File: src/rtl/fsl_pkg.sv
package fsl_pkg;

   localparam int HEAP_BYTES   = 4096;
   localparam int MAX_SEGMENTS = 16;
   localparam int ALIGN        = 8;
   localparam int HEADER_BYTES = 8;
   localparam int MIN_BLOCK    = 16;

   localparam int HDR_SPAN    = (HEADER_BYTES + ALIGN - 1) / ALIGN * ALIGN;
   localparam int MIN_SPAN    = (MIN_BLOCK + ALIGN - 1) / ALIGN * ALIGN;
   localparam int ALIGN_SH    = $clog2(ALIGN);
   localparam int ADDR_W      = 12;
   localparam int LEN_W       = 13;
   localparam int NEED_W      = LEN_W + 1;
   localparam int IDX_W       = $clog2(MAX_SEGMENTS);
   localparam int CNT_W       = $clog2(MAX_SEGMENTS + 1);
   localparam int STORE_DEPTH = HEAP_BYTES / ALIGN;
   localparam int STORE_AW    = ADDR_W - ALIGN_SH;

   localparam logic [1:0] POL_BEST  = 2'd0;
   localparam logic [1:0] POL_FIRST = 2'd1;
   localparam logic [1:0] POL_WORST = 2'd2;

   localparam logic [1:0] CSR_FIT_POLICY = 2'd0;
   localparam logic [1:0] CSR_HEAP_BYTES = 2'd1;

   localparam logic [1:0] ST_OK   = 2'd0;
   localparam logic [1:0] ST_FAIL = 2'd1;
   localparam logic [1:0] ST_FULL = 2'd2;

   typedef enum logic [2:0] {
      CELL_HOLD,
      CELL_ROTATE,
      CELL_WRITE,
      CELL_REMOVE,
      CELL_INSERT,
      CELL_LOAD
   } cell_op_type;

   typedef struct packed {
      logic [ADDR_W-1:0] start;
      logic [LEN_W-1:0]  len;
   } seg_type;

   typedef struct packed {
      cell_op_type      op;
      logic [IDX_W-1:0] idx;
      seg_type          seg;
   } cell_cmd_type;

endpackage

File: src/rtl/fsl_cell.sv
module fsl_cell import fsl_pkg::*; (
   input  logic             clock,
   input  cell_cmd_type     cmd,
   input  logic [IDX_W-1:0] cell_idx,
   input  seg_type          prev_seg,
   input  seg_type          next_seg,
   output seg_type          seg
);

   seg_type seg_ff;
   seg_type seg_in;

   always_comb begin
      seg_in = seg_ff;
      unique case (cmd.op)
         CELL_HOLD: seg_in = seg_ff;
         CELL_ROTATE: seg_in = next_seg;
         CELL_WRITE: begin
            if (cell_idx == cmd.idx) seg_in = cmd.seg;
         end
         CELL_REMOVE: begin
            if (cell_idx >= cmd.idx) seg_in = next_seg;
         end
         CELL_INSERT: begin
            if (cell_idx > cmd.idx) seg_in = prev_seg;
            else if (cell_idx == cmd.idx) seg_in = cmd.seg;
         end
         CELL_LOAD: begin
            if (cell_idx == '0) seg_in = cmd.seg;
         end
         default: seg_in = seg_ff;
      endcase
   end

   always_ff @(posedge clock) begin
      seg_ff <= seg_in;
   end

   assign seg = seg_ff;

endmodule

File: config.mk
export PLATFORM = sky130hd
export DESIGN_NAME = fsl_cell
export DESIGN_NICKNAME = d
export VERILOG_FILES = /design/src/rtl/fsl_pkg.sv /design/src/rtl/fsl_cell.sv
export SDC_FILE = /design/constraint.sdc
export NUM_CORES = 1
export LEC_CHECK = 0
export BUFFER_PORTS_ARGS = -buffer_cell sky130_fd_sc_hd__clkbuf_2
export CAP_MARGIN = 20
export CORE_MARGIN = 4
export CORE_UTILIZATION = 48
export DETAILED_ROUTE_END_ITERATION = 16
export PLACE_DENSITY = 0.82
export SETUP_SLACK_MARGIN = 0.02
export SLEW_MARGIN = 20
export SYNTH_ARGS = -nofsm -noshare
export SYNTH_HDL_FRONTEND = slang
export SYNTH_SLANG_ARGS = --single-unit
export TNS_END_PERCENT = 50
File: constraint.sdc
create_clock -name clock -period 3.5 [get_ports clock]
set_clock_uncertainty 0.05 [all_clocks]
set_input_delay 0.175 -clock clock [delete_from_list [all_inputs] [get_ports clock]]
set_output_delay 0.175 -clock clock [all_outputs]
set_load 0.005 [all_outputs]
==> impl_metrics.tcl, run 1 <==
set metrics [dict create \
    synthArstFlopShare_pct 0 \
    final_cell_area_um2 3000 \
    wl_mm 6.58 \
    htreeDepth 1 \
    endpoint_kind "flip-flop" \
    post-route-worst-setup-slack_ns 1.09 \
    synth.top_cells.by_area "edfxtp_1 31%, mux2_4 11%, o221ai_2 11%" \
    dp_hpwl_mm 4.82 \
    max_freq_ghz 0.414 \
    crit_fanout 32 \
    rows 25 \
    dpl_cell_area_um2 2940 \
    cts.repair.resized 0 \
    crit_chain "clkbuf_2 > or3b_1 > nand2_4 > o221ai_1 > o211ai_1" \
    critPathSlowestCell "or3b_1" \
    synth-seq-cells 25 \
    overflow 0 \
    largest_register_ffs 25 \
    setup_viol_count_final 0 \
    ioPinCount 112 \
    cts-root-buf "clkbuf_8" \
    fin_crit_ns 2.41 \
    hold_class "in -> reg" \
    fin_cells 395 \
    drt_iter0_drc 141 \
    drc_errors 0 \
    required_ns 3.44 \
    crit_type "in -> reg" \
    ir_drop_uv 161 \
    syn_area_um2 2390 \
    fp.dieW_um 78.6 \
    antenna_left 0 \
    cts_tree "yes" \
    cap_viol_max_count 0 \
    area_delta_synth_final_pct 25.4 \
    dieArea_um2 6170 \
    slew_headroom_pct 35.7 \
    port_buffers 111 \
    avgSynthCellArea_um2 10.6 \
    yosys.area.top_type "edfxtp_1" \
    leakage_nw 1.40 \
    syn_inst 226 \
    ys_seq_area_share_pct 31.4 \
    dp_cells 391 \
    synth_edf_count 25 \
    drive_above_1_share_pct 50.9 \
    ys.flop_type "edfxtp_1" \
    tightest_slew_ns 0.965 \
    ys_warn_count 0 \
    num_vias 2257 \
    maxSlewViolCount 0 \
    place_congestion 0.810 \
    outcome "finished clean" \
    post-route-period-util_pct 69.0 \
    cts_hold_buffers 0 \
    grt_usage_pct 20.7 \
    diodes 0 \
    yosys.cell_types.count 29 \
    cts_buffer_depth 2 \
    synth_top_area_share_pct 31.4 \
    hold_violations 0 \
    arrival_ns 2.36 \
    pre_cts_ws_ns 0.849 \
    start_util_pct 49.9 \
    fin_tns_setup_ns 0 \
    wl_per_cell_um 16.7 \
    fp.dieH_um 78.6 \
    post-cts-setup-buffers 0 \
    insertion_delay_ns 0.27 \
    antenna_found_initial 0 \
    syn_nets 317 \
    grt_first_pass_wirelength_mm 10.4 \
    power_density_nw_per_um2 304 \
    numClockSinks 25 \
    numCtsBuffers 3 \
    path_delay_family "simple AND/OR/NAND/NOR gates" \
    core_area_um2 4790 \
    dr.pass1.iters 4 \
    cpPeakStageDelay_ns 0.80 \
    rsz0062_at_grt "no" \
    routed_via_density 5.71 \
    critical_path_buf_inv_count 1 \
    clkTransAtPathRegs_ns 0.09 \
    worstSetupStartpointType "input port" \
    grt_pass1_vias 2185 \
    grt_max_degree 33 \
    fin_nets 420 \
]
==> layout make-up <==
class                           count  area (um^2)
Clock buffer                        4         45.0
Fill cell                         417         1790
Inverter                           31          116
Multi-Input combinational cell    151         1400
Sequential cell                    25          751
Tap cell                           67         83.8
Timing Repair Buffer              117          601
==> through the flow <==
step | total power, mW | util, % | hold WS, ns
2_1_floorplan | 0.617 | - | 0.390
3_3_place_gp | 0.731 | 61.5 | 0.493
3_5_place_dp | 0.738 | 61.5 | 0.504
4_1_cts | 0.916 | 62.4 | 0.212
5_1_grt | 0.964 | 62.6 | 0.212
6_report | 0.912 | 62.6 | 0.215
==> cells in the final DEF, fill, tap and decap left out, drive strengths merged, types with 2 or more instances in the layout <==
cell type  instances
buf                6
nand2b             3
edfxtp            25
clkbuf           115
nand2              4
o211ai            26
inv               31
a21o              25
nand3             26
nor2               2
o221ai            24
a21oi              2
o21ai              2
mux2              25
ha                 4
==> synth_stat cells, types with 2 or more instances <==
master / number
nor2_1: 2
o211ai_1: 25
mux2_4: 17
clkbuf_1: 3
o21ai_0: 2
inv_1: 31
edfxtp_1: 25
buf_2: 8
nand2b_1: 3
mux2_2: 8
buf_6: 6
ha_1: 4
a21oi_1: 2
o221ai_1: 7
buf_4: 2
nand2_1: 3
nand3_1: 26
o221ai_2: 17
a21o_1: 25
==> layer usage <==
layer | GRT usage [%] | wire length [um] | vias up | part of all wire (%)
met4 | 4.55 | 30 | 0 | 0.46
met3 | 3.21 | 542 | 6 | 8.2
met5 | 0 | 0 | - | 0
met1 | 28.1 | 2870 | 1050 | 44
li1 | - | - | 1091 | -
met2 | 34.6 | 3130 | 110 | 48
==> worst reg2reg max path, stage by stage (launching register included) <==
cell      delay, ns
edfxtp_1       0.41
mux2_2         0.30
o221ai_1       0.18
o211ai_1       0.12
==> worst paths after layout <==
kind                            slack [ns]  cells past startpoint          from      end
worst max-delay path                  1.09                      5       cmd[29]  seg[12]
worst max register to register        2.18                      3        seg[6]   seg[6]
worst min-delay path                  0.22                      3  prev_seg[20]  seg[20]
worst min register to register        0.72                      3        seg[2]   seg[2]
==> logic make-up after synthesis <==
logic type | Yosys count | share of synthesized area [%]
AO/OA/AOI/OAI | 84 | 32.6
adder cells (fa/ha/maj) | 4 | 2.09
buffers and inverters | 50 | 10.5
flip-flops | 25 | 31.4
multiplexers | 25 | 14.5
AND/OR/NAND/NOR | 38 | 8.95
==> report_power, final <==
group          internal, mW  leakage [nW]  switching [mW]
sequential            0.378         0.241          0.0189
clock                0.0815        0.0228          0.0950
combinational         0.170          1.14           0.169
Note: power is estimated with default switching activity, not from simulation.
==> run 2, diff against run 1 <==
- clock period: 3.5 -> 2.3 ns (I/O delays scaled with it)
==> impl_metrics.tcl, run 2 (synthesis gave the netlist of run 1 again) <==
set metrics [dict create \
    drt_iter0_drc 121 \
    clkTransAtPathRegs_ns 0.09 \
    fp.dieH_um 78.6 \
    grt_first_pass_wirelength_mm 10.9 \
    antenna_left 0 \
    grt_usage_pct 21.6 \
    numClockSinks 25 \
    maxSlewViolCount 0 \
    hold_violations 0 \
    num_vias 2263 \
    fin_nets 426 \
    dp_hpwl_mm 5.06 \
    dieArea_um2 6170 \
    final_cell_area_um2 3060 \
    crit_fanout 25 \
    utilization_pct 64.0 \
    worst_r2r_path_depth 3 \
    drc_errors 0 \
    power_density_nw_per_um2 456 \
    overflow 0 \
    place_congestion 0.800 \
    antenna_found_initial 0 \
    dr.pass1.iters 4 \
    core_area_um2 4790 \
    cap_viol_max_count 0 \
    rsz0062_at_grt "no" \
    fp.dieW_um 78.6 \
    required_ns 2.36 \
    holdPathStages 3 \
    arrival_ns 1.84 \
    crit_chain "clkbuf_2 > inv_1 > ha_1 > nand2b_1 > a221o_1 > nand3_1 > o211ai_1" \
    ioPinCount 112 \
    outcome "finished clean" \
    dpl_cell_area_um2 3010 \
    max_freq_ghz 0.559 \
    wl_mm 6.74 \
    area_delta_synth_final_pct 28.1 \
    insertion_delay_ns 0.26 \
    grt_pass1_vias 2337 \
    cts.repair.resized 0 \
    worstSetupStartpointType "input port" \
    setup_viol_count_final 0 \
    mostFrequentLayoutCells "111 x clkbuf_2, 31 x inv_1, 26 x nand3_1" \
    crit_type "in -> reg" \
    cts_hold_buffers 0 \
    hold_ws_ns 0.153 \
    fin_crit_ns 1.79 \
    start_util_pct 49.9 \
    cts_tree "yes" \
    path_delay_family "compound AO/OA/AOI/OAI gates" \
    endpoint_kind "flip-flop" \
    wl_per_cell_um 16.8 \
    post-route-period-util_pct 77.7 \
    slew_headroom_pct 33.9 \
    cts-root-buf "clkbuf_8" \
    critPathSlowestCell "a221o_1" \
    path_depth 7 \
    rows 25 \
    drive_above_1_share_pct 52.1 \
    ir_drop_uv 308 \
    mostFrequentLayoutCell "clkbuf_2" \
    fin_cells 401 \
    diodes 0 \
    port_buffers 111 \
    tightest_slew_ns 0.992 \
    htreeDepth 1 \
    critical_path_buf_inv_count 2 \
    fin_tns_setup_ns 0 \
    cts_buffer_depth 2 \
    grt_max_degree 26 \
    largest_register_ffs 25 \
    hold_class "in -> reg" \
    routed_via_density 5.64 \
    numCtsBuffers 3 \
    leakage_nw 1.44 \
    post-cts-setup-buffers 0 \
    dp_cells 397 \
    cpPeakStageDelay_ns 0.80 \
]
==> run 2: cell types whose count changed in the layout (fill, tap and decap cells not counted), sizes merged <==
cell	previous run	this run
clkinvlp	0	1
clkbuf	115	114
buf	6	12
==> run 2: final timing paths <==
path	startpoint	end	slack, ns
setup / recovery	cmd[26]	seg[1]	0.51
hold / removal	prev_seg[14]	seg[14]	0.15
setup reg to reg	seg[10]	seg[10]	1.00
hold reg to reg	seg[8]	seg[8]	0.73
==> run 2: layer usage <==
layer  track usage (%)  part of all wire (%)
met3              2.98                   7.2
met1              28.4                    43
met5                 0                     0
met2              37.2                    49
met4              5.77                  0.64
==> run 2: stage by stage <==
stage / power (mW) / setup WS, ns
detailed placement: 1.14 / 0.243
CTS: 1.40 / 0.520
floorplan: 0.939 / 0.145
global placement: 1.13 / 0.301
finish: 1.40 / 0.512
global route: 1.48 / 0.392
==> run 2: tightest hold or removal path: stages <==
cell	delay, ns
clkbuf_2	0.07
inv_1	0.03
o211ai_1	0.15
==> run 2: cell type report <==
class	count	area [um^2]
sequential	25	751
timing repair buffer	123	671
clock inverter	1	7.51
multi-input combinational	151	1390
fill	400	1720
tap	67	83.8
inverter	31	116
clock buffer	3	41.3
==> run 2: where the power goes <==
part,leakage (nW),internal (mW),switching (mW),total [mW]
Sequential,0.241,0.575,0.0315,0.606
Combinational,1.18,0.269,0.258,0.527
Clock,0.0217,0.123,0.139,0.262
==> run 3, diff against run 2 <==
- CORE_UTILIZATION: 48 -> 43
- PLACE_DENSITY: 0.82 -> 0.78
- clock period: 2.3 -> 1.6 ns (I/O delays scaled with it)
==> impl_metrics.tcl, run 3 (synthesis gave the netlist of run 1 again) <==
set metrics [dict create \
    outcome "finished clean" \
    tightest_slew_ns 0.384 \
    crit_chain "clkbuf_2 > inv_4 > ha_4 > nand4_4 > buf_12 > mux2_2 > o221ai_1 > o211ai_1" \
    maxSlewViolCount 0 \
    place_congestion 0.787 \
    setup_viol_count_final 0 \
    power.internal_mw 1.44 \
    drc_errors 0 \
    rrSetupSlack_ns 0.29 \
    hold_violations 0 \
    seq_power_share_pct 41.4 \
    max_freq_ghz 0.652 \
    numCtsBuffers 3 \
    port_buffers 111 \
    insertion_delay_ns 0.27 \
    fp.dieH_um 82.6 \
    hold_path.startpoint "prev_seg[6]" \
    fin_crit_ns 1.53 \
    leakage_nw 1.50 \
    power_mw 2.10 \
    mostFrequentLayoutCell "clkbuf_2" \
    area_delta_synth_final_pct 36.5 \
    p_sw_uw 665 \
    wl_per_cell_um 17.7 \
    grt_max_degree 21 \
    final_cell_area_um2 3260 \
    drive_above_1_share_pct 56.2 \
    cpPeakStageDelay_ns 0.37 \
    grt_util_met1_pct 27.1 \
    cts_hold_buffers 0 \
    grt_usage_pct 21.6 \
    p_sw_share_pct 31.6 \
    multi_input_area_um2 1470 \
    whs_endpoint "seg[6]" \
    dpl_cell_area_um2 3220 \
    fp.dieW_um 82.6 \
    dieArea_um2 6810 \
    ir_drop_uv 370 \
    r2r-start "seg[17]" \
    dp_hpwl_mm 5.59 \
    cap_viol_max_count 0 \
    largest_register_ffs 25 \
    use_met3_pct 3.47 \
    worstSetupStartpointType "input port" \
    reg2reg_to "seg[17]" \
    combPwrFrac_pct 39.8 \
    wl_mm 7.35 \
    worst_r2r_path_depth 3 \
    required_ns 1.56 \
    fin_nets 437 \
    numClockSinks 25 \
    routed_via_density 5.70 \
    hold_class "in -> reg" \
    arrival_ns 1.50 \
    p_clk_share_pct 18.8 \
    rsz0062_at_grt "no" \
    crit_type "in -> reg" \
    endpoint_kind "flip-flop" \
    start_util_pct 45.6 \
    diodes 0 \
    drt_iter0_drc 116 \
    antenna_left 0 \
    cts_tree "yes" \
    slew_headroom_pct 74.4 \
    htreeDepth 1 \
    grt_pass1_vias 2442 \
    post-route-period-util_pct 95.9 \
    holdPathStages 3 \
    crit_fanout 20 \
    cts.repair.resized 0 \
    dr.pass1.iters 4 \
    mostFrequentLayoutCells "111 x clkbuf_2, 27 x inv_1" \
    post-cts-setup-buffers 0 \
    rows 26 \
    grt.met2_usage_pct 38.3 \
    busiest_layer "met2" \
    clkTransAtPathRegs_ns 0.10 \
    critPathSlowestCell "mux2_2" \
    grt_first_pass_wirelength_mm 11.5 \
    cts_buffer_depth 2 \
    fillers 460 \
    ioPinCount 112 \
    power_density_nw_per_um2 645 \
    num_vias 2365 \
    cts-root-buf "clkbuf_8" \
    core_area_um2 5240 \
    regArea_um2 751 \
    overflow 0 \
    antenna_found_initial 0 \
]
==> run 3: cell types whose count changed in the layout (fill, tap and decap cells not counted), sizes merged <==
| cell | change |
|---|---|
| clkbuf | +1 |
| buf | +11 |
| clkinvlp | -1 |
==> run 3: critical path: cells and delay by family <==
kind	cells	cell delay, ns
and+or+nand+nor	1	0.13
muxes	1	0.37
adders and majority gates	1	0.24
buffers and inverters	3	0.37
AOI/OAI and AO/OA	2	0.30
==> run 3: worst max-delay path by stage <==
stage | startpoint | endpoint | cells after the start
6_report | cell_idx[0] | seg[17] | 8
5_1_grt | cell_idx[0] | seg[17] | 8
4_1_cts | cell_idx[0] | seg[17] | 8
3_5_place_dp | cell_idx[0] | seg[17] | 8
3_3_place_gp | cmd[27] | seg[7] | 8
2_1_floorplan | cmd[27] | seg[0] | 7
==> run 3: per-stage QoR <==
step	hold WS, ns	worst slack, ns	util [%]	std cells	setup TNS, ns
2_1_floorplan	0.295	-0.184	-	226	-5.06
3_3_place_gp	0.394	-0.158	61.4	411	-7.07
3_5_place_dp	0.401	-0.212	61.4	411	-7.93
4_1_cts	0.118	0.0834	62.3	415	0
5_1_grt	0.121	0.0233	62.3	415	0
6_report	0.122	0.0655	62.3	415	0
==> run 3: cell type report <==
cell class / instances / area share [%]
clock buffers: 4 / 1.38
inverters: 31 / 3.95
multi-input cells: 151 / 45.1
flip-flops and latches: 25 / 23.0
well taps: 70 / 2.68
repair buffers: 134 / 23.8
==> run 3: layer usage <==
layer / vias to the layer above / share of wire (%)
li1: 1120 / -
met1: 1128 / 43
met2: 105 / 49
met3: 12 / 7.4
met4: 0 / 1.5
met5: - / 0
==> run 3: power by group through the flow <==
stage | Clock [mW] | Combinational [mW] | Sequential (mW)
2_1_floorplan | 0 | 0.495 | 0.881
5_1_grt | 0.435 | 0.908 | 0.881
6_report | 0.396 | 0.837 | 0.872
3_3_place_gp | 0 | 0.813 | 0.883
3_5_place_dp | 0 | 0.835 | 0.883
4_1_cts | 0.404 | 0.838 | 0.870
